`src/hw/rtl/pwgi_pkg.sv`:
```
// ============================================================================
// pwgi_pkg - shared widths, register indexes and types
// Widths of the Q16.16 datapath of the PID controller and the register map
// of its configuration port.
// ============================================================================
`timescale 1ns / 1ps
`default_nettype none

package pwgi_pkg;

    localparam int ERR_W      = 32;  // error sample, signed Q16.16
    localparam int GAIN_W     = 32;  // gains, signed Q16.16
    localparam int RANGE_W    = 31;  // integral range, unsigned Q15.16
    localparam int LIMIT_W    = 47;  // integral clamp bound, unsigned Q31.16
    localparam int SUM_W      = 48;  // integral sum, signed Q32.16
    localparam int DRIVE_W    = 48;  // controller output, signed Q32.16
    localparam int DERIV_W    = ERR_W + 1;
    localparam int FRAC_W     = 16;

    localparam int CFG_IDX_W  = 3;
    localparam int CFG_DATA_W = LIMIT_W;

    // The integral product is split at this bit of the sum.
    localparam int SPLIT_W    = 24;

    localparam int PE_W   = GAIN_W + ERR_W;                // 64
    localparam int PD_W   = GAIN_W + DERIV_W;              // 65
    localparam int PLO_W  = GAIN_W + SPLIT_W + 1;          // 57
    localparam int PHI_W  = GAIN_W + SUM_W - SPLIT_W;      // 56
    localparam int S1_W   = PD_W + 1;                      // 66
    localparam int S2_W   = PHI_W + SPLIT_W + 1;           // 81
    localparam int TOT_W  = S2_W + 1;                      // 82

    localparam logic [CFG_IDX_W-1:0] CFG_PROP_GAIN      = 3'd0;
    localparam logic [CFG_IDX_W-1:0] CFG_INTEG_GAIN     = 3'd1;
    localparam logic [CFG_IDX_W-1:0] CFG_DERIV_GAIN     = 3'd2;
    localparam logic [CFG_IDX_W-1:0] CFG_INTEGRAL_RANGE = 3'd3;
    localparam logic [CFG_IDX_W-1:0] CFG_INTEGRAL_LIMIT = 3'd4;

    // Load strobes of the two adder stages.
    typedef struct packed {
        logic ld_part;
        logic ld_out;
    } sum_ctl_t;

endpackage

`default_nettype wire

```
`src/hw/rtl/pwgi_sum.sv`:
```
// ============================================================================
// pwgi_sum - product adder, rounding and saturation
// Adds the products in two registered steps, rounds the Q50.32 total to
// Q32.16 and saturates it to the 48-bit output range.
// ============================================================================
`timescale 1ns / 1ps
`default_nettype none

module pwgi_sum
    import pwgi_pkg::*;
(
    input  logic                       clk,
    input  sum_ctl_t                   ctl,
    input  logic signed [PE_W-1:0]     pe,
    input  logic signed [PD_W-1:0]     pd,
    input  logic signed [PLO_W-1:0]    plo,
    input  logic signed [PHI_W-1:0]    phi,
    input  logic signed [SUM_W-1:0]    acc,
    output logic        [DRIVE_W-1:0]  drive,
    output logic        [SUM_W-1:0]    integral_sum,
    output logic                       drive_saturated
);

    localparam logic [TOT_W-1:0] ROUND_HALF = TOT_W'(1) << (FRAC_W - 1);
    localparam logic [DRIVE_W-1:0] DRIVE_MAX = {1'b0, {(DRIVE_W-1){1'b1}}};
    localparam logic [DRIVE_W-1:0] DRIVE_MIN = {1'b1, {(DRIVE_W-1){1'b0}}};
    localparam int TOP_LO = FRAC_W + DRIVE_W - 1;

    logic [S1_W-1:0]    s1_reg,  s1_next;
    logic [S2_W-1:0]    s2_reg,  s2_next;
    logic [SUM_W-1:0]   acc_part_reg;

    logic [DRIVE_W-1:0] drive_reg, drive_next;
    logic               sat_reg,   sat_next;
    logic [SUM_W-1:0]   acc_out_reg;

    logic [TOT_W-1:0]   total;
    logic               fits;

    always_comb
    begin
        s1_next = {{(S1_W-PE_W){pe[PE_W-1]}}, pe} + {{(S1_W-PD_W){pd[PD_W-1]}}, pd};
        s2_next = {phi[PHI_W-1], phi, {SPLIT_W{1'b0}}} +
                  {{(S2_W-PLO_W){plo[PLO_W-1]}}, plo};

        total = {{(TOT_W-S1_W){s1_reg[S1_W-1]}}, s1_reg} +
                {s2_reg[S2_W-1], s2_reg} + ROUND_HALF;

        // The rounded value fits when all bits above the output's sign bit agree with it.
        fits = (&total[TOT_W-1:TOP_LO]) || (~|total[TOT_W-1:TOP_LO]);

        if (fits)
        begin
            drive_next = total[TOP_LO:FRAC_W];
            sat_next   = 1'b0;
        end
        else
        begin
            drive_next = total[TOT_W-1] ? DRIVE_MIN : DRIVE_MAX;
            sat_next   = 1'b1;
        end
    end

    always_ff @(posedge clk)
    begin
        if (ctl.ld_part)
        begin
            s1_reg       <= s1_next;
            s2_reg       <= s2_next;
            acc_part_reg <= acc;
        end
        if (ctl.ld_out)
        begin
            drive_reg   <= drive_next;
            sat_reg     <= sat_next;
            acc_out_reg <= acc_part_reg;
        end
    end

    assign drive           = drive_reg;
    assign drive_saturated = sat_reg;
    assign integral_sum    = acc_out_reg;

endmodule

`default_nettype wire
```
`config.mk`:
```
export PLATFORM = sky130hd
export DESIGN_NAME = pwgi_sum
export DESIGN_NICKNAME = d
export VERILOG_FILES = /design/src/hw/rtl/pwgi_pkg.sv /design/src/hw/rtl/pwgi_sum.sv
export SDC_FILE = /design/constraint.sdc
export NUM_CORES = 1
export LEC_CHECK = 0
export ABC_AREA = 1
export BUFFER_PORTS_ARGS = -buffer_cell sky130_fd_sc_hd__buf_2
export CORE_UTILIZATION = 45
export CTS_CLUSTER_DIAMETER = 30
export DETAILED_ROUTE_END_ITERATION = 10
export PLACE_DENSITY_LB_ADDON = 0.2
export RECOVER_POWER = 100
export REMOVE_ABC_BUFFERS = 1
export SYNTH_ARGS = -nofsm -noshare
export SYNTH_HDL_FRONTEND = slang
export SYNTH_SLANG_ARGS = --single-unit
```
`constraint.sdc`:
```
create_clock -name clk -period 4.2 [get_ports clk]
set_input_delay 1.26 -clock clk [delete_from_list [all_inputs] [get_ports clk]]
set_output_delay 1.26 -clock clk [all_outputs]
set_load 0.05 [all_outputs]
```
* After elaboration in Yosys (flattened, before gate mapping)
Cells that the tools add are included.
Word-level totals: register bits after elaboration 292, input bits 293, output and inout port bits 97, word-level logic and storage cells 17
Operators by class: $add $sub $neg 4, muxes and demuxes 3, reductions and logical operators 4
Operators with widths (count):
- 48-bit two-way mux | 2
- 66-bit by 81-bit adder with 82-bit output | 1
- 82-bit by 16-bit adder with 82-bit output, second input constant | 1
- 80-bit by 57-bit adder with 81-bit output | 1
- 64-bit by 65-bit adder with 66-bit output | 1
- 19-bit AND reduction | 1
- 19-bit OR reduction | 1
- 1-bit logical NOT | 1
- 1-bit logical OR | 1
- 1-bit two-way mux | 1

* Longest topological paths before layout
depth after elaboration 6, mapped depth 27, mapped depth without buffers 25

* Worst setup path after synthesis
Ideal clock, no wire load.
kind in2reg, start in plo[24], end reg s2_reg[64] (data pin), library setup time 0.258 ns, arrival 3.369 ns, required time 3.942 ns, slack 0.572 ns, stages 15, buffers on the path 0, cell sequence ha_1 -> inv_1 -> fa_1 -> o21ai_1 -> a21oi_1 -> o21ai_0 -> a21oi_1 -> o21bai_1 -> nand2_1 -> nand2_1 -> a21boi_0 -> nor2_1 -> nor2_1 -> nand2_1 -> nand2_1
On the way: longest elaborated chain between the ends 1
RTL lines:
- start, declared | RTL line pwgi_sum.sv:16 | input logic signed [PLO_W-1:0] plo,
- 80-bit by 57-bit adder with 81-bit output | RTL line pwgi_sum.sv:43 | s2_next = {phi[PHI_W-1], phi, {SPLIT_W{1'b0}}} +
- named net s2_next[64] | RTL line pwgi_sum.sv:30 | logic [S2_W-1:0] s2_reg, s2_next;
- end signal, assigned | RTL line pwgi_sum.sv:69 | s2_reg <= s2_next;
- end, declared | RTL line pwgi_sum.sv:30
The timed path passes the listed nets, and every way through them passes these cells. A chain may end at the register's enable or synchronous reset.

* Final worst setup path
start reg s1_reg[57], end reg drive_reg[26] (netlist: drive[26]) (data pin)
On the way: longest elaborated chain between the ends 6, elaborated cells between the ends (all ways) 8, those cells by class add/sub: 2; mux: 2; reduce/logical: 4
RTL lines:
- start, declared | RTL line pwgi_sum.sv:29 | logic [S1_W-1:0] s1_reg, s1_next;
- start signal, assigned | RTL line pwgi_sum.sv:68 | s1_reg <= s1_next;
- 66-bit by 81-bit adder with 82-bit output (*) | RTL line pwgi_sum.sv:46 | total = {{(TOT_W-S1_W){s1_reg[S1_W-1]}}, s1_reg} +
- 82-bit by 16-bit adder with 82-bit output (*) | RTL line pwgi_sum.sv:47 | {s2_reg[S2_W-1], s2_reg} + ROUND_HALF;
- 19-bit OR reduction | RTL line pwgi_sum.sv:50 | fits = (&total[TOT_W-1:TOP_LO]) || (~|total[TOT_W-1:TOP_LO]);
- 1-bit logical NOT | RTL line pwgi_sum.sv:50
- 1-bit logical OR | RTL line pwgi_sum.sv:50
- 48-bit two-way mux (*) | RTL line pwgi_sum.sv:52 | if (fits)
- named net drive_next[26] | RTL line pwgi_sum.sv:33 | logic [DRIVE_W-1:0] drive_reg, drive_next;
- end signal, assigned | RTL line pwgi_sum.sv:74 | drive_reg <= drive_next;
- end, declared | RTL line pwgi_sum.sv:33
Mark *: on every way through the listed nets, which the timed path passes. The rest lies on a longest branch.

==> results_dict.tcl <==
set metrics [dict create \
    outcome "complete, but fails checks" \
    violations "max-capacitance violations, max-slew violations" \
    die_y_um 237 \
    std_cell_rows 85 \
    vias 23600 \
    fin_nets 4410 \
    setup_tns_ns 0 \
    dieArea_um2 56400 \
    grt_pass1_vias 23400 \
    setup_violations 0 \
    cts-root-buf "clkbuf_16" \
    synth-seq-cells 292 \
    layout_common_cells "nand2_1, inv_1, nor2_1" \
    antenna_found_initial 1 \
    drv_slew 145 \
    vias_per_cell 5.16 \
    gr-total-overflow 0 \
    place_congestion 0.991 \
    synth_cell_type_count 42 \
    tritoncts "done" \
    largest_register_ffs 81 \
    fillers 5463 \
    ys_seq_area_frac 0.352 \
    startpoint_type "register" \
    syn_inst 3343 \
    htree_levels 2 \
    clock_latency_ns 0.62 \
    hpwl_mm 71.5 \
    worstPathBufferInverterCount 2 \
    post-route-period-util 0.927 \
    crit_chain "ha_1 > ha_1 > a21oi_1 > o21ai_0 > a21oi_1 > nand2_1 > a21oi_1 > nand3_1 > nand2_1 > nand2_1 > nor2_1 > buf_4 > nand2_1 > nor2_1 > nand3_2 > nand3_1 > buf_12 > nand2_1" \
    worstSetupPathType "register to register" \
    clk_pin_slew_ns 0.05 \
    numCtsBuffers 60 \
    core-area_um2 54200 \
    arrival_ns 4.25 \
    finalClockSkew_ns 0.0169 \
    rsz0062_at_grt "false" \
    cp.required_ns 4.55 \
    post-route-min-period_ns 3.89 \
    io_pins 390 \
    initial_core_util 0.460 \
    async_flop_share 0 \
    crit_family "compound AO/OA/AOI/OAI gates" \
    cp_slowest_stage_delay_ns 0.43 \
    p_leak_nw 14.4 \
    hold_path.class "register to register" \
    p_per_area_nw_per_um2 526 \
    layout_commonest_cell "nand2_1" \
    cts.sinks 292 \
    relSlewSlack -0.342 \
    post-cts-setup-buffers 0 \
    drt_iter0_markers 1607 \
    grt_first_pass_wirelength_mm 126 \
    ant_nets 0 \
    syn_to_final_growth_pct 20.3 \
    cts_resized 0 \
    synth_ff_type "edfxtp_1" \
    cts_hold_buf 0 \
    netlist_area_um2 24900 \
    avgSynthCellArea_um2 7.46 \
    fmax_ghz 0.257 \
    first_pass_iters 7 \
    yosys_warnings 0 \
    peakVddDrop_v 0.000331 \
    track_usage 0.292 \
    synth_edf_count 292 \
    final_util 0.553 \
    wl_mm 82.3 \
    drive_gt1_frac 0.125 \
    grt_max_degree 75 \
    io_buffer_count 389 \
    cpMostUsedCell "nand2_1" \
    hold_viol 0 \
    total_power_mw 15.8 \
    die_w_um 237 \
    crit_fanout 47 \
    cts_buffer_depth 3 \
    critPathCaptureType "register" \
    cap_violations 2 \
    routedWlPerCell_um 18.0 \
    crit_slowest_cell "edfxtp_1" \
    worst_slew_pin_slew_ns 2.01 \
    route.detailed.drc 0 \
]
layer usage:
layer | vias to the layer above | routed length (µm) | track usage
met4 | 0 | 2960 | 0.105
met1 | 10700 | 37000 | 0.390
met2 | 787 | 37400 | 0.484
met5 | - | 0 | 0
met3 | 149 | 4970 | 0.0344
li1 | 12000 | - | -
final timing paths:
path,depth (start not counted),slack [ns],endpoint,from
worst max-delay path,18,0.31,drive[26],s1_reg[57]
worst min-delay path,0,0.41,integral_sum[38],acc_part_reg[38]
worst max register to register,18,0.31,drive[26],s1_reg[57]
worst min register to register,0,0.41,integral_sum[38],acc_part_reg[38]
area by class of cell:
type                       count  area (µm²)  area share
antenna                        1        2.50   0.0000834
clock buffer                  63        1510      0.0504
clock inverter                50         587      0.0196
inverter                     523        1960      0.0655
multi-input combinational   2518       14100       0.470
sequential                   292        8770       0.292
tap                          696         871      0.0290
timing repair buffer         440        2190      0.0730
worst reg2reg max path, stage by stage (launching register included):
cell and delay, ns:
edfxtp_1 0.43, ha_1 0.34, ha_1 0.42, a21oi_1 0.31, o21ai_0 0.26, a21oi_1 0.24
nand2_1 0.10, a21oi_1 0.28, nand3_1 0.15, nand2_1 0.08, nand2_1 0.07, nor2_1 0.09
buf_4 0.12, nand2_1 0.05, nor2_1 0.11, nand3_2 0.10, nand3_1 0.14, buf_12 0.22
nand2_1 0.11
logic make-up (layout without fill, tap and decap cells):
logic type,after synthesis,count (layout),share of synthesized area
other cells,0,1,0
compound gates,533,533,0.119
flops,292,292,0.352
simple gates,1542,1542,0.248
xor+xnor,161,161,0.0565
buf+inv,533,1076,0.0828
fa+ha+maj,282,282,0.142
power by group:
group / internal [mW] / switching (mW) / leakage (nW)
clock network: 3.14 / 1.64 / 1.01
logic: 2.21 / 4.83 / 10.5
registers: 3.81 / 0.162 / 2.87
total: 9.16 / 6.63 / 14.4
per-stage QoR:
step,instance area [µm²],std cells,hold slack [ns],worst slack (ns)
4_1_cts,30200,4582,0.407,0.411
3_3_place_gp,28100,4469,0.400,0.145
3_5_place_dp,28100,4469,0.405,0.126
6_report,30000,4583,0.407,0.307
2_1_floorplan,24800,3333,0.400,0.572
5_1_grt,30000,4583,0.409,0.0369
cell usage after synthesis (23+ instances only):
cell type / count / share of area
nor2_1: 392 / 0.059
ha_1: 280 / 0.14
xor2_1: 102 / 0.036
nand2_1: 968 / 0.15
nand3_1: 89 / 0.018
a31oi_1: 57 / 0.014
o21bai_1: 28 / 0.0084
nor3_1: 23 / 0.0046
o21ai_0: 129 / 0.026
xnor2_1: 59 / 0.021
a21oi_1: 254 / 0.051
nand4_1: 25 / 0.0063
inv_1: 505 / 0.076
edfxtp_1: 292 / 0.35
Power figures use the tool's default switching activity.
