## src/hw/rtl/pwgi_pkg.sv

```systemverilog
// ============================================================================
// pwgi_pkg - shared widths, register indexes and types
// Widths of the Q16.16 datapath of the PID controller and the register map
// of its configuration port.
// ============================================================================
`timescale 1ns / 1ps
`default_nettype none

package pwgi_pkg;

    localparam int ERR_W      = 32;  // error sample, signed Q16.16
    localparam int GAIN_W     = 32;  // gains, signed Q16.16
    localparam int RANGE_W    = 31;  // integral range, unsigned Q15.16
    localparam int LIMIT_W    = 47;  // integral clamp bound, unsigned Q31.16
    localparam int SUM_W      = 48;  // integral sum, signed Q32.16
    localparam int DRIVE_W    = 48;  // controller output, signed Q32.16
    localparam int DERIV_W    = ERR_W + 1;
    localparam int FRAC_W     = 16;

    localparam int CFG_IDX_W  = 3;
    localparam int CFG_DATA_W = LIMIT_W;

    // The integral product is split at this bit of the sum.
    localparam int SPLIT_W    = 24;

    localparam int PE_W   = GAIN_W + ERR_W;                // 64
    localparam int PD_W   = GAIN_W + DERIV_W;              // 65
    localparam int PLO_W  = GAIN_W + SPLIT_W + 1;          // 57
    localparam int PHI_W  = GAIN_W + SUM_W - SPLIT_W;      // 56
    localparam int S1_W   = PD_W + 1;                      // 66
    localparam int S2_W   = PHI_W + SPLIT_W + 1;           // 81
    localparam int TOT_W  = S2_W + 1;                      // 82

    localparam logic [CFG_IDX_W-1:0] CFG_PROP_GAIN      = 3'd0;
    localparam logic [CFG_IDX_W-1:0] CFG_INTEG_GAIN     = 3'd1;
    localparam logic [CFG_IDX_W-1:0] CFG_DERIV_GAIN     = 3'd2;
    localparam logic [CFG_IDX_W-1:0] CFG_INTEGRAL_RANGE = 3'd3;
    localparam logic [CFG_IDX_W-1:0] CFG_INTEGRAL_LIMIT = 3'd4;

    // Load strobes of the two adder stages.
    typedef struct packed {
        logic ld_part;
        logic ld_out;
    } sum_ctl_t;

endpackage

`default_nettype wire

```

## src/hw/rtl/pwgi_integ.sv

```systemverilog
// ============================================================================
// pwgi_integ - integral and derivative update stage
// Holds the controller state (integral sum and previous error). On each beat
// it gates, accumulates and clamps the integral and forms the error difference.
// ============================================================================
`timescale 1ns / 1ps
`default_nettype none

module pwgi_integ
    import pwgi_pkg::*;
(
    input  logic                       clk,
    input  logic                       rst_n,
    input  logic                       load,
    input  logic signed [ERR_W-1:0]    err,
    input  logic                       integ_en,
    input  logic        [RANGE_W-1:0]  integral_range,
    input  logic        [LIMIT_W-1:0]  integral_limit,
    output logic signed [SUM_W-1:0]    acc,
    output logic signed [ERR_W-1:0]    err_out,
    output logic signed [DERIV_W-1:0]  deriv
);

    logic signed [SUM_W-1:0]   acc_reg,   acc_next;
    logic signed [ERR_W-1:0]   prev_reg;
    logic signed [DERIV_W-1:0] deriv_reg, deriv_next;

    logic signed [DERIV_W-1:0] err_ext;
    logic signed [DERIV_W-1:0] mag_ext;
    logic                      in_range;
    logic signed [SUM_W:0]     sum_wide;
    logic signed [SUM_W:0]     lim_pos;
    logic signed [SUM_W:0]     lim_neg;
    logic signed [SUM_W:0]     clamped;

    always_comb
    begin
        err_ext  = {err[ERR_W-1], err};
        // The most negative error has magnitude 2^31, which never falls below the range.
        mag_ext  = err[ERR_W-1] ? -err_ext : err_ext;
        in_range = (err != '0) &&
                   (mag_ext[ERR_W-1:0] < {{(ERR_W-RANGE_W){1'b0}}, integral_range});

        sum_wide = {acc_reg[SUM_W-1], acc_reg} +
                   {{(SUM_W+1-ERR_W){err[ERR_W-1]}}, err};
        lim_pos  = {{(SUM_W+1-LIMIT_W){1'b0}}, integral_limit};
        lim_neg  = -lim_pos;

        if (sum_wide > lim_pos)
        begin
            clamped = lim_pos;
        end
        else if (sum_wide < lim_neg)
        begin
            clamped = lim_neg;
        end
        else
        begin
            clamped = sum_wide;
        end

        if (!integ_en)
        begin
            acc_next = acc_reg;
        end
        else if (in_range)
        begin
            acc_next = clamped[SUM_W-1:0];
        end
        else
        begin
            acc_next = '0;
        end

        deriv_next = err_ext - {prev_reg[ERR_W-1], prev_reg};
    end

    always_ff @(posedge clk or negedge rst_n)
    begin
        if (!rst_n)
        begin
            acc_reg  <= '0;
            prev_reg <= '0;
        end
        else if (load)
        begin
            acc_reg  <= acc_next;
            prev_reg <= err;
        end
    end

    always_ff @(posedge clk)
    begin
        if (load)
        begin
            deriv_reg <= deriv_next;
        end
    end

    // The state registers double as this stage's output registers.
    assign acc     = acc_reg;
    assign err_out = prev_reg;
    assign deriv   = deriv_reg;

endmodule

`default_nettype wire

```

## config.mk

```make
export PLATFORM = sky130hd
export DESIGN_NAME = pwgi_integ
export DESIGN_NICKNAME = d
export VERILOG_FILES = /design/src/hw/rtl/pwgi_pkg.sv /design/src/hw/rtl/pwgi_integ.sv
export SDC_FILE = /design/constraint.sdc
export NUM_CORES = 1
export LEC_CHECK = 0
export BUFFER_PORTS_ARGS = -buffer_cell sky130_fd_sc_hd__buf_2
export CAP_MARGIN = 25
export CORE_ASPECT_RATIO = 1.2
export CORE_MARGIN = 1
export CORE_UTILIZATION = 40
export CTS_CLUSTER_SIZE = 20
export DETAILED_ROUTE_END_ITERATION = 12
export GPL_TIMING_DRIVEN = 0
export PLACE_DENSITY_LB_ADDON = 0.05
export SYNTH_ARGS = -nofsm -noshare
export SYNTH_HDL_FRONTEND = slang
export SYNTH_SLANG_ARGS = --single-unit
```

## constraint.sdc

```tcl
create_clock -name clk -period 5.1 [get_ports clk]
set_clock_uncertainty 0.15 [all_clocks]
set_input_delay 0.255 -clock clk [delete_from_list [all_inputs] [get_ports clk]]
set_output_delay 0.255 -clock clk [all_outputs]
set_load 0.005 [all_outputs]
```

# == Yosys cells after proc, flatten, opt, wreduce, memory -nomap -nowiden ==
# Cells that the tools add are included.
# classes
n_addsub,4
order_cmp,3
muxes,4
reduce_logical,3
# ops
op,count
2-to-1 mux 48 bit,3
adder 48 x 32 -> 49 bit,1
greater-than comparator 49 x 48 -> 1 bit,1
less-than comparator 49 bit,1
negator 47 -> 49 bit,1
subtractor 32 x 32 -> 33 bit,1
less-than comparator 32 x 31 -> 1 bit,1
2-to-1 mux 32 bit,1
negator 32 bit,1
nonzero test 32 bit,1
AND reduction 2 bit,1
logical AND 1 bit,1
# totals
register_bits,113
input_bits,114
out_inout_bits,113

# == Logic depth before layout (Yosys ltp) ==
# Gate-level depths: netlist of run 1.
# depth
depth_word,5
mapped_depth,25
depth_no_buf,23

# == Worst setup path before layout of run 1 ==
# OpenSTA, ideal clock, no wires.
# synth_path
path_type,register to register
start,"register acc_reg[16], in the netlist acc[16]"
end,"register acc_reg[42], in the netlist acc[42]"
arrival_ns,5.080
required_time_ns,4.831
path_slack_ns,-0.248
path_stages_with_launch,23
synth_period_minus_slack_ns,5.348
cell_sequence,dfrtp_1 -> ha_1 -> a21oi_1 -> o21ai_0 -> a221oi_1 -> nor3_1 -> o31ai_1 -> o31ai_1 -> nor4b_1 -> or3_1 -> inv_1 -> ha_1 -> nand2_1 -> nor3_1 -> a211oi_1 -> o41ai_1 -> o21a_1 -> nor4b_1 -> or3_1 -> clkbuf_1 -> buf_1 -> o211ai_1 -> o21a_1
# synth_via
elab_chain_cells,5
elab_cells_between_ends,6
classes_between,add/sub (1); order compare (2); mux (3)
# synth_rtl
item,line_no,text
from (decl),pwgi_integ.sv:24,"logic signed [SUM_W-1:0] acc_reg, acc_next;"
from (signal assigned),pwgi_integ.sv:87,acc_reg <= acc_next;
adder 48 x 32 -> 49 bit *,pwgi_integ.sv:44,"sum_wide = {acc_reg[SUM_W-1], acc_reg} +"
less-than comparator 49 bit,pwgi_integ.sv:53,else if (sum_wide < lim_neg)
2-to-1 mux 48 bit,pwgi_integ.sv:53,
2-to-1 mux 48 bit *,pwgi_integ.sv:49,if (sum_wide > lim_pos)
2-to-1 mux 48 bit *,pwgi_integ.sv:66,else if (in_range)
# Mark *: on every way between the ends. The rest lies on a longest branch, timed or not.
# A chain may end at the register's enable or synchronous reset.

# == Final worst setup path of run 1 ==
# layout_path
start,"register acc_reg[5], in the netlist acc[5]"
end,"register acc_reg[25], in the netlist acc[25]"
# The elaborated chain is that of the path after synthesis.

==> results of run 1 <==
area by class of cell:
| cell class | instances | area share [%] |
|---|---|---|
| timing repair buffer | 316 | 11.3 |
| clock buffer | 19 | 2.39 |
| clock inverter | 13 | 0.607 |
| antenna | 3 | 0.0405 |
| buffer | 42 | 2.36 |
| multi-input combinational | 1369 | 60.6 |
| inverter | 173 | 3.50 |
| sequential | 113 | 16.2 |
| tap | 456 | 3.08 |
worst paths after layout:
| check | to | cells past startpoint |
|---|---|---|
| setup / recovery | acc[25]$_DFFE_PN0P_ | 23 |
| hold / removal | err_out[30]$_DFFE_PN0P_ | 3 |
| setup reg to reg | acc[25]$_DFFE_PN0P_ | 23 |
| hold reg to reg | acc[37]$_DFFE_PN0P_ | 2 |
| max in group asynchronous | acc[14]$_DFFE_PN0P_ | 3 |
| min in group asynchronous | err_out[25]$_DFFE_PN0P_ | 2 |
report_power, final:
| part | leakage, nW | switching, W | internal [W] | total, W |
|---|---|---|---|---|
| sequential | 1.33 | 0.000221 | 0.00118 | 0.00140 |
| clock | 0.257 | 0.000503 | 0.000680 | 0.00118 |
| combinational | 6.94 | 0.00395 | 0.00341 | 0.00736 |
metal layers:
layer  global-route usage [%]  share of wire, %  wire [um]
met1                     33.6                40      21300
met5                        0             0.065         34
met3                     4.02               4.4       2340
met4                     11.0               4.2       2220
met2                     54.4                51      26800
kinds of logic (layout without fill, tap and decap cells):
logic type / after synthesis / after routing / synth area share [%]
buf+inv: 228 / 563 / 6.41
flops: 113 / 113 / 21.6
other cells: 0 / 3 / 0
xor+xnor: 142 / 142 / 8.98
simple gates: 500 / 500 / 18.1
mux: 47 / 47 / 3.45
fa+ha+maj: 208 / 208 / 18.9
compound gates: 472 / 472 / 22.5
metrics by stage:
stage          instances  hold slack, ns  util, %  worst slack, ns
2_1_floorplan       1710          -0.191        -           0.0159
3_3_place_gp        2392           0.350     45.7            -2.07
3_5_place_dp        2393          0.0816     45.8            -2.07
4_1_cts             2488        0.000531     52.6           -0.389
5_1_grt             2501          0.0211     54.4           -0.577
6_report            2504          0.0135     54.4           -0.423
worst max-delay path, stage by stage, from the launching register on:
cell and delay (ns):
dfrtp_2 0.45, ha_4 0.25, a21o_1 0.19, or3_4 0.34, o211a_4 0.28, or2_4 0.25
o21ai_4 0.30, o2111ai_4 0.19, a21oi_2 0.16, nor2_1 0.07, o21a_1 0.21, ha_1 0.30
nand4_1 0.19, nor3_4 0.25, nand4_1 0.28, a21oi_1 0.21, o21a_2 0.22, nor4b_4 0.06
or3_4 0.38, clkbuf_16 0.17, nand2_8 0.11, buf_12 0.13, clkbuf_16 0.14, o221ai_2 0.09
what timing repair did:
item | CTS | global route
setup buffers | 53 | 13
gates cloned | 6 | 4
endpoints found under the hold margin | 41 | 0
endpoints found under the setup margin | 48 | 48
pin swaps | 103 | 46
resized for setup | 226 | 90
hold buffers | 15 | 0
layout by cell type (no fill, tap or decap), drive strengths merged, types with 33 or more instances in the layout:
master  count
edfxtp     33
mux2i      44
o221ai     36
inv       174
xnor2     123
nor3       39
a21o       38
clkbuf     48
nand3      51
nand4      38
a21oi     107
ha        206
dfrtp      80
nor2       75
o21ai     106
buf       314
nand2     164
==> results.env, run 1 <==
GRT_START_MAX_NET_PINS=54
Y_DIMENSION_OF_THE_DIE_UM=206
GRT_ANTENNA_BEFORE_REPAIR=5
SYNTH_FP_NETS=2032
POSTSYNTHCELLCOUNT=1710
MIN_TCLK_POST_ROUTE_NS=5.52
AREA_OF_THE_MULTI_INPUT_GATES_SQ_MM=0.0112
HOLDCRITSTARTPOINT='err[30]'
IO-PIN-COUNT=227
ENDPOINT_KIND='register'
FINAL_ANTENNA_NET_COUNT=0
SETUP.WORST_PATH.START_CLASS='register'
POST_SYNTH_MAIN_AREA_CONTRIBUTORS='ha_1 (19%), dfrtp_1 (14%), xnor2_1 (7.8%)'
CRIT_FANOUT=6
CLOCK_LATENCY_NS=0.45
CRIT-REG2REG-LAUNCH='acc[5]$_DFFE_PN0P_'
NUMBER_OF_FLIP_FLOPS_UNDER_THE_LARGEST_REGISTER_NAME=48
POST_DRT_WL_PER_CELL_UM=21.0
AREA_GROW_SYN2LAYOUT_PCT=33.9
LAYOUT-DRIVE-GT1-SHARE_PCT=26.8
PEAK_CLOCK_FREQUENCY_SUPPORTED_BY_TIMING_GHz=0.181
ROUTED-VIA-COUNT=14300
SYNTHESIS_WARNING_TOTAL=0
LAYOUT_SETUP_WS_NS=-0.423
SEQ_TOTAL_AREA_YOSYS_PCT=21.6
YOSYS_REGISTER_BITS=113
CLOCK_TREE_FROM_TRITONCTS='built'
ROUTED_WIRELENGTH_UM=52700
WORST_SLEW_MARGIN_REL_PCT=45.6
SYN_AVG_CELL_AREA_SQ_UM=8.10
GROUTE.USAGE.OVERALL_PCT=29.3
FIN_CRIT_SH_PCT=108
TIMING_HOLD_VIOLATIONS_FINAL=0
TNS_NS=-18.32
FLOORPLAN.DIE_AREA_SQ_MM=0.0354
CTS-BUFFERS-INSERTED=17
POWER_DENSITY_mW_PER_MM2=536
REQUIRED_NS=5.26
SYNTH_FF_TYPE='dfrtp_1'
CTS_ROOT_BUF='clkbuf_16'
CRITICAL_PATH_ARRIVAL_NS=5.68
DR.PASS1.ITERS=5
POWER_LEAKAGE_nW=8.52
FLOORPLAN.INITIALDENSITY_PCT=40.6
SEQ_AREA_SQ_MM=0.00300
POST_SYNTH_INSTANCE_AREA_SQ_MM=0.0138
SYNTH_EDF_COUNT=33
TIMING_MAX_TRANSITION_VIOLATIONS_FINAL=0
HTREE_NUM_LEVELS=4
STATUS='finished, violations left'
SETUP.REG_TO_REG.WORST_SLACK_NS=-0.42
FP-ROW-COUNT=74
HP-CLASS='in -> reg'
NUMBER_OF_FAILING_SETUP_ENDPOINTS_IN_THE_FINAL_TIMING_REPORT=48
DETAILED_ROUTE_DRC_ERROR_COUNT=0
CRITICAL_PATH_ORIGIN='acc[5]$_DFFE_PN0P_'
NUMCLOCKSINKS=113
DRTITER0DRC=904
SYNTHARSTFLOPSHARE_PCT=70.8
DIE-WIDTH_UM=172
SETUP.WORST_PATH.CLASS='reg -> reg'
CLKTRANSATPATHREGS_NS=0.07
YOSYSTOPAREACELL='ha_1'
ROUTED_VIA_DENSITY=5.71
WORST_PIN_SLEW_NS=0.816
FINAL_DESIGN_AREA_NO_FILL_SQ_MM=0.0185
VIA_COUNT_OF_THE_FIRST_GLOBAL_ROUTING_PASS=14100
GPL.FINAL_WEIGHTED_CONGESTION=0.911
DPL-INSTANCE-AREA_SQ_MM=0.0156
DETAILED_PLACE_HPWL_UM=40300
WIRE_LENGTH_OF_THE_FIRST_GLOBAL_ROUTING_PASS_UM=77800
SYNTH_MOST_COMMON_CELL='ha_1'
FAILED_CHECKS='negative setup slack'
NETLIST-CELL-TYPE-COUNT=74
NETS_FINAL=2354
GR-TOTAL-OVERFLOW=0
REPORT.POWER.TOTAL_W=0.00994
SHARE_OF_THE_SYNTHESIZED_AREA_IN_THE_TOP_CELL_TYPE_PCT=18.6
SYNTH_COMMON_CELLS='ha_1 (206), inv_1 (173), nand2_1 (163), xnor2_1 (123), a21oi_1 (107)'
MAXIMUM_CAPACITANCE_VIOLATIONS=0
CORE_AREA_SQ_MM=0.0341
IO_BUFFER_COUNT=226
GRT_SETUP_UNREPAIRED='true'
CLOCK_PATH_BUFFERS=2
FILLER_CELL_COUNT=3318
WORST_IR_DROP_VDD_V=0.000320
Note: power is estimated with default switching activity, not from simulation.
==> inputs of run 2 (changes only) <==
- CORE_ASPECT_RATIO: 1.2 -> unset
==> run 2 against run 1 <==
  * The flow still finishes with violations (negative setup slack)
  * Maximum frequency increased by 1.9%
  * Register-to-register slack improved by 0.10 ns
  * Design area decreased by 4.2%
  * Worst setup slack improved by 0.10 ns
  * Sequential power about the same
  * Worst hold slack improved by 0.0012 ns
  * Critical path depth decreased by 2
  * Critical path type unchanged
  * Critical endpoint is now acc[30]$_DFFE_PN0P_
==> results.env, run 2 (synthesized netlist as in run 1, its figures left out) <==
IO_BUFFER_COUNT=226  # unchanged
CELL_TOTAL_AFTER_PLACEMENT=2385  # -0.33%
POST_DRT_WL_PER_CELL_UM=20.3  # -3.7%
FLOORPLAN.INITIALDENSITY_PCT=41.0  # +0.35 points
LAYOUT-DRIVE-GT1-SHARE_PCT=23.3  # -3.6 points
STATUS='finished, violations left'
GRT_START_MAX_NET_PINS=52  # -3.7%
REQUIRED_NS=5.30  # +0.04 ns
NUMCLOCKSINKS=113  # unchanged
CLKTRANSATPATHREGS_NS=0.06  # about the same
FINALHOLDWORSTSLACK_NS=0.0147  # +0.00117 ns
SETUP.WORST_PATH.START_CLASS='register'
WORST_SLEW_MARGIN_REL_PCT=46.0  # +0.40 points
FLOORPLAN.DIE_AREA_SQ_MM=0.0354  # about the same
GRT_SETUP_UNREPAIRED='true'
CLOCK_TREE_FROM_TRITONCTS='built'
CTS_ROOT_BUF='clkbuf_16'
FIN_CRIT_SH_PCT=106  # -2.0 points
POWER_DENSITY_mW_PER_MM2=507  # -5.4%
WORST_PIN_SLEW_NS=0.810  # -0.00593 ns
MOST-COMMON-LAYOUT-CELLS='buf_2 (225), ha_1 (188), inv_1 (173)'
MAXIMUM_CAPACITANCE_VIOLATIONS=0  # unchanged
NUMBER_OF_FLIP_FLOPS_UNDER_THE_LARGEST_REGISTER_NAME=48  # unchanged
FINAL_ANTENNA_NET_COUNT=0  # unchanged
GRT_ANTENNA_BEFORE_REPAIR=2  # -3
VIA_COUNT_OF_THE_FIRST_GLOBAL_ROUTING_PASS=13500  # -3.9%
CRITICAL_PATH_ARRIVAL_NS=5.62  # -0.06 ns
WORST_IR_DROP_VDD_V=0.000294  # -8.3%
DIE-WIDTH_UM=188  # +9.4%
MOST_FREQUENT_CP_CELL='or3_4'
AREA_OF_THE_MULTI_INPUT_GATES_SQ_MM=0.0109  # -3.2%
NUMBER_OF_FAILING_SETUP_ENDPOINTS_IN_THE_FINAL_TIMING_REPORT=48  # unchanged
DETAILED_PLACE_HPWL_UM=39500  # -2.2%
CPPEAKSTAGEDELAY_NS=0.46  # about the same
IO-PIN-COUNT=227  # unchanged
DETAILED_ROUTE_DRC_ERROR_COUNT=0  # unchanged
ROUTED_WIRELENGTH_UM=50100  # -4.9%
FIN_CELLS=2472  # -1.3%
CLOCK_LATENCY_NS=0.45  # about the same
FILLER_CELL_COUNT=3298  # -0.60%
SETUP.WORST_PATH.CLASS='reg -> reg'
CLOCK_PATH_BUFFERS=2  # unchanged
MIN_TCLK_POST_ROUTE_NS=5.42  # -0.101 ns
HP-CLASS='in -> reg'
WIRE_LENGTH_OF_THE_FIRST_GLOBAL_ROUTING_PASS_UM=76200  # -2.0%
GROUTE.USAGE.OVERALL_PCT=27.8  # -1.5 points
NETS_FINAL=2330  # -1.0%
SEQ_AREA_SQ_MM=0.00300  # unchanged
TIMING_HOLD_VIOLATIONS_FINAL=0  # unchanged
CRIT_FANOUT=7  # +1
REPORT.POWER.TOTAL_W=0.00901  # -9.4%
ENDPOINT_KIND='register'
CORE_UTILIZATION_OF_THE_FINISHED_LAYOUT_PCT=52.6  # -1.8 points
POWER_LEAKAGE_nW=8.30  # -2.6%
ROUTED_VIA_DENSITY=5.71  # about the same
FINAL_COMMON_CELL='buf_2'
HTREE_NUM_LEVELS=4  # unchanged
CRITPATHTOPFAMILY='compound AO/OA/AOI/OAI gates'
CORE_AREA_SQ_MM=0.0338  # -0.85%
LAYOUT_SETUP_WS_NS=-0.323  # +0.101 ns
GR-TOTAL-OVERFLOW=0  # unchanged
DR.PASS1.ITERS=5  # unchanged
CRITICAL-PATH-SLOWEST-CELL='dfrtp_2'
CRIT_BUF_INV=2  # -1
AREA_GROW_SYN2LAYOUT_PCT=28.3
ROUTED-VIA-COUNT=14100  # -1.2%
FP-ROW-COUNT=67  # -9.5%
GPL.FINAL_WEIGHTED_CONGESTION=0.927  # +1.8%
Y_DIMENSION_OF_THE_DIE_UM=188  # -8.6%
PEAK_CLOCK_FREQUENCY_SUPPORTED_BY_TIMING_GHz=0.184  # +1.9%
FAILED_CHECKS='negative setup slack'
TIMING_MAX_TRANSITION_VIOLATIONS_FINAL=0  # unchanged
CTS-BUFFERS-INSERTED=17  # unchanged
CRIT_CHAIN='ha_4 -> a21o_1 -> or3_4 -> o211a_4 -> or2_4 -> o21ai_4 -> o21a_1 -> o31ai_2 -> xor2_1 -> ha_1 -> a211oi_2 -> nor2_1 -> nor4_2 -> o211ai_1 -> o21a_2 -> a211oi_4 -> or3_4 -> buf_12 -> nand2_8 -> clkbuf_16 -> o221ai_2'
DRTITER0DRC=842  # -6.9%
## run 2: cell types whose count changed in the layout (fill, tap and decap cells not counted), sizes merged
cell	change
buf	-27
dlygate4sd3	+7
clkinv	+5
clkinvlp	-5
clkbuf	-3
inv	-1
## run 2: report_power, final
group	switching (W)	internal [W]	leakage [nW]
Combinational	0.00361	0.00285	6.71
Sequential	0.000234	0.00118	1.33
Clock	0.000468	0.000660	0.265
Total	0.00432	0.00469	8.30
## run 2: layer usage
metal / global-route usage [%] / vias to the layer above / routed length, um
met1: 37.9 / 6709 / 23400
met4: 10.3 / 0 / 1590
li1: - / 6901 / -
met5: 0 / - / 0
met2: 45.0 / 435 / 22700
met3: 3.07 / 82 / 2440
## run 2: stage by stage
stage | worst slack, ns | cell area, sq um | TNS [ns]
5_1_grt | -0.447 | 17800 | -19.36
4_1_cts | -0.194 | 17300 | -7.69
2_1_floorplan | 0.0159 | 13900 | 0
3_5_place_dp | -1.69 | 15600 | -73.35
3_3_place_gp | -1.68 | 15600 | -72.82
6_report | -0.323 | 17800 | -12.16
## run 2: cell type report
class | instances | share of cell area [%]
multi-input cells | 1369 | 61.2
flip-flops and latches | 113 | 16.9
repair buffers | 292 | 9.91
inverters | 173 | 3.66
well taps | 448 | 3.16
clock buffers | 20 | 2.46
plain buffers | 42 | 2.20
clock inverters | 12 | 0.528
diodes | 3 | 0.0423
## run 2: path summary, 6_finish.rpt
check | from | endpoint | slack, ns | cells after the start
setup reg to reg | acc[5]$_DFFE_PN0P_ | acc[30]$_DFFE_PN0P_ | -0.32 | 21
hold / removal | err[25] | err_out[25]$_DFFE_PN0P_ | 0.01 | 3
setup / recovery | acc[5]$_DFFE_PN0P_ | acc[30]$_DFFE_PN0P_ | -0.32 | 21
min in group asynchronous | rst_n | acc[2]$_DFFE_PN0P_ | 0.17 | 2
max in group asynchronous | rst_n | err_out[28]$_DFFE_PN0P_ | 3.94 | 3
hold reg to reg | acc[46]$_DFFE_PN0P_ | acc[46]$_DFFE_PN0P_ | 0.38 | 2
## run 2: timing repair
item                                    4_1_cts  5_1_grt
endpoints found under the setup margin       48       48
hold buffers                                 22        0
gates resized for setup                     163       69
gates cloned                                  2        3
buffers inserted                             32        6
hold endpoints to repair                     50        0
pin swaps                                    60       50
## run 2: worst min-delay path, stage by stage
cell	delay, ns
buf_2	0.16
nand2_1	0.07
o21ai_0	0.07
==> inputs of run 3 (changes only) <==
- SETUP_SLACK_MARGIN: unset -> 0.2
- SKIP_CTS_REPAIR_TIMING: unset -> 1
==> run 3 against run 2 <==
  * The flow finishes with violations (negative hold slack, negative setup slack)
  * Via count grew 0.34%
  * Power grew 2.4%
  * Clock power grew 9.7%
  * Maximum frequency shrank 1.2%
  * Wire length grew 0.99%
==> results.env, run 3 (synthesized netlist as in run 1, its figures left out) <==
FLOORPLAN.INITIALDENSITY_PCT=41.0  # unchanged
ROUTED-VIA-COUNT=14200  # +0.34%
CRITPATHTOPFAMILY='compound AO/OA/AOI/OAI gates'
FINAL_ANTENNA_NET_COUNT=0  # unchanged
INTERNAL_POWER_W=0.00483  # +2.9%
CRIT_BUF_INV=5  # +3
DPL-INSTANCE-AREA_SQ_MM=0.0156  # +0.40%
CLOCK_PATH_BUFFERS=2  # unchanged
DETAILED_ROUTE_DRC_ERROR_COUNT=0  # unchanged
CTS_ROOT_BUF='clkbuf_16'
GRT_START_MAX_NET_PINS=53  # +1.9%
STATUS='finished, violations left'
SETUP.WORST_PATH.START_CLASS='register'
SETUP.WORST_PATH.CLASS='reg -> reg'
ROUTED_VIA_DENSITY=5.74  # +0.50%
PRE_CTS_SLACK_NS=-1.78  # -0.0939 ns
NETS_FINAL=2329  # -0.043%
SWITCHING_FRACTION_PCT=47.7  # -0.25 points
POWER.SHARE.COMBINATIONAL_PCT=71.4  # -0.4 points
TIMING_MAX_TRANSITION_VIOLATIONS_FINAL=0  # unchanged
CLKTRANSATPATHREGS_NS=0.06  # about the same
NUMBER_OF_FLIP_FLOPS_UNDER_THE_LARGEST_REGISTER_NAME=48  # unchanged
DIE-WIDTH_UM=188  # unchanged
ENDPOINT_KIND='register'
NUMCLOCKSINKS=113  # unchanged
WIRE_LENGTH_OF_THE_FIRST_GLOBAL_ROUTING_PASS_UM=74200  # -2.6%
CRIT_CHAIN='ha_1 -> clkbuf_2 -> nand3_1 -> nor2_2 -> a221oi_4 -> nor3_4 -> o31ai_4 -> buf_4 -> o31ai_4 -> nor4b_2 -> or3_4 -> inv_1 -> ha_1 -> nand2_1 -> a21oi_1 -> a211oi_2 -> o41ai_2 -> o21a_2 -> a211oi_4 -> or3_1 -> buf_6 -> nand2_8 -> clkbuf_16 -> o221ai_4'
GPL.FINAL_WEIGHTED_CONGESTION=0.922  # -0.51%
NET-SWITCHING-POWER_W=0.00440  # +1.9%
CLKPWRFRAC_PCT=13.4  # +0.9 points
TNS_NS=-15.90  # -3.74 ns
SEQ_POWER_SHARE_PCT=15.2  # -0.5 points
TIMING_HOLD_VIOLATIONS_FINAL=3  # +3
FINAL_DESIGN_AREA_NO_FILL_SQ_MM=0.0179  # +0.98%
AREA_GROW_SYN2LAYOUT_PCT=29.5
LAYOUT_SETUP_WS_NS=-0.390  # -0.0672 ns
FIN_CRIT_SH_PCT=108  # +1.3 points
ROUTED_WIRELENGTH_UM=50600  # +0.99%
CPPEAKSTAGEDELAY_NS=0.48  # +0.02 ns
FLOORPLAN.DIE_AREA_SQ_MM=0.0354  # unchanged
WORST_SLEW_MARGIN_REL_PCT=46.4  # +0.36 points
LAYOUT-DRIVE-GT1-SHARE_PCT=25.4  # +2.2 points
GR-TOTAL-OVERFLOW=0  # unchanged
WORST_PIN_SLEW_NS=0.805  # -0.00546 ns
MAXIMUM_CAPACITANCE_VIOLATIONS=0  # unchanged
FAILED_CHECKS='negative hold slack, negative setup slack'
GRT_ANTENNA_BEFORE_REPAIR=1  # -1
IO-PIN-COUNT=227  # unchanged
CLOCK_TREE_FROM_TRITONCTS='built'
VIA_COUNT_OF_THE_FIRST_GLOBAL_ROUTING_PASS=13300  # -1.6%
POWER_LEAKAGE_nW=8.35  # +0.55%
CORE_AREA_SQ_MM=0.0338  # unchanged
CRITICAL-PATH-SLOWEST-CELL='dfrtp_1'
POWER_DENSITY_mW_PER_MM2=514  # +1.4%
NUMBER_OF_FAILING_SETUP_ENDPOINTS_IN_THE_FINAL_TIMING_REPORT=48  # unchanged
GROUTE.USAGE.OVERALL_PCT=27.2  # -0.59 points
CRITICAL_PATH_ARRIVAL_NS=5.69  # +0.07 ns
GRT_SETUP_UNREPAIRED='true'
REQUIRED_NS=5.30  # about the same
CRIT_FANOUT=8  # +1
FINAL_COMMON_CELL='buf_2'
HP-CLASS='in -> reg'
CTS-BUFFERS-INSERTED=17  # unchanged
DR.PASS1.ITERS=5  # unchanged
PEAK_CLOCK_FREQUENCY_SUPPORTED_BY_TIMING_GHz=0.182  # -1.2%
DRTITER0DRC=786  # -6.7%
Y_DIMENSION_OF_THE_DIE_UM=188  # unchanged
FP-ROW-COUNT=67  # unchanged
CLOCK_LATENCY_NS=0.44  # about the same
FILLER_CELL_COUNT=3285  # -0.39%
HTREE_NUM_LEVELS=4  # unchanged
WORST_IR_DROP_VDD_V=0.000307  # +4.5%
POST_DRT_WL_PER_CELL_UM=20.5  # +1.2%
ANTENNA-DIODE-COUNT=0  # -3
FINALHOLDWORSTSLACK_NS=-0.0122  # -0.0269 ns
MIN_TCLK_POST_ROUTE_NS=5.49  # +0.0671 ns
IO_BUFFER_COUNT=226  # unchanged
DETAILED_PLACE_HPWL_UM=39800  # +0.81%
MOST-COMMON-LAYOUT-CELLS='buf_2 (229), ha_1 (190), inv_1 (173)'
## run 3: cell count changes in the layout (fill, tap and decap cells not counted), moves of 4 or more
cell,change
dlygate4sd3_1,-19
ha_2,-8
clkbuf_2,+6
ha_4,+6
a21oi_1,-4
buf_2,+4
buf_4,+4
mux2i_2,+4
o21ai_1,-4
o221ai_1,-4
## run 3: area by class of cell
cell class	instances	area, sq um	share of cell area (%)
Tap cell	448	561	3.13
Clock inverter	12	143	0.795
Buffer	55	434	2.42
Inverter	173	649	3.62
Sequential cell	113	3000	16.7
Clock buffer	20	437	2.43
Multi-Input combinational cell	1370	11100	61.8
Timing Repair Buffer	277	1630	9.10
## run 3: power groups by stage
stage	registers (W)	logic, W	clock network, W
floorplan	0.00134	0.00364	0
global placement	0.00140	0.00511	0
detailed placement	0.00141	0.00514	0
CTS	0.00139	0.00518	0.00126
global route	0.00142	0.00715	0.00129
finish	0.00140	0.00659	0.00124
## run 3: tightest hold or removal path, cell delays in order
cell,delay [ns]
buf_2,0.15
nand2_1,0.06
o21ai_0,0.06
## run 3: final timing paths
kind | start | cells past startpoint | endpoint | slack [ns]
max in group asynchronous | rst_n | 3 | err_out[28]$_DFFE_PN0P_ | 3.94
min in group asynchronous | rst_n | 2 | acc[1]$_DFFE_PN0P_ | 0.17
min reg2reg | acc[43]$_DFFE_PN0P_ | 2 | acc[43]$_DFFE_PN0P_ | 0.38
max | acc[20]$_DFFE_PN0P_ | 24 | acc[29]$_DFFE_PN0P_ | -0.39
max reg2reg | acc[20]$_DFFE_PN0P_ | 24 | acc[29]$_DFFE_PN0P_ | -0.39
min | err[30] | 3 | err_out[30]$_DFFE_PN0P_ | -0.01
## run 3: metal layers
metal  up-vias  global-route usage, %  wire length, um
met5         -                      0               12
met4         2                   10.9             1580
met3        90                   3.39             2720
met2       454                   44.1            23400
met1      6739                   36.6            22900
li1       6890                      -                -
## run 3: per-stage QoR
step	cells	power, W	hold WS (ns)	util, %
floorplan	1710	0.00498	-0.191	-
global placement	2384	0.00651	0.364	46.2
detailed placement	2385	0.00655	0.107	46.3
CTS	2417	0.00783	-0.373	48.0
global route	2468	0.00986	0.00000833	53.1
finish	2468	0.00923	-0.0122	53.1
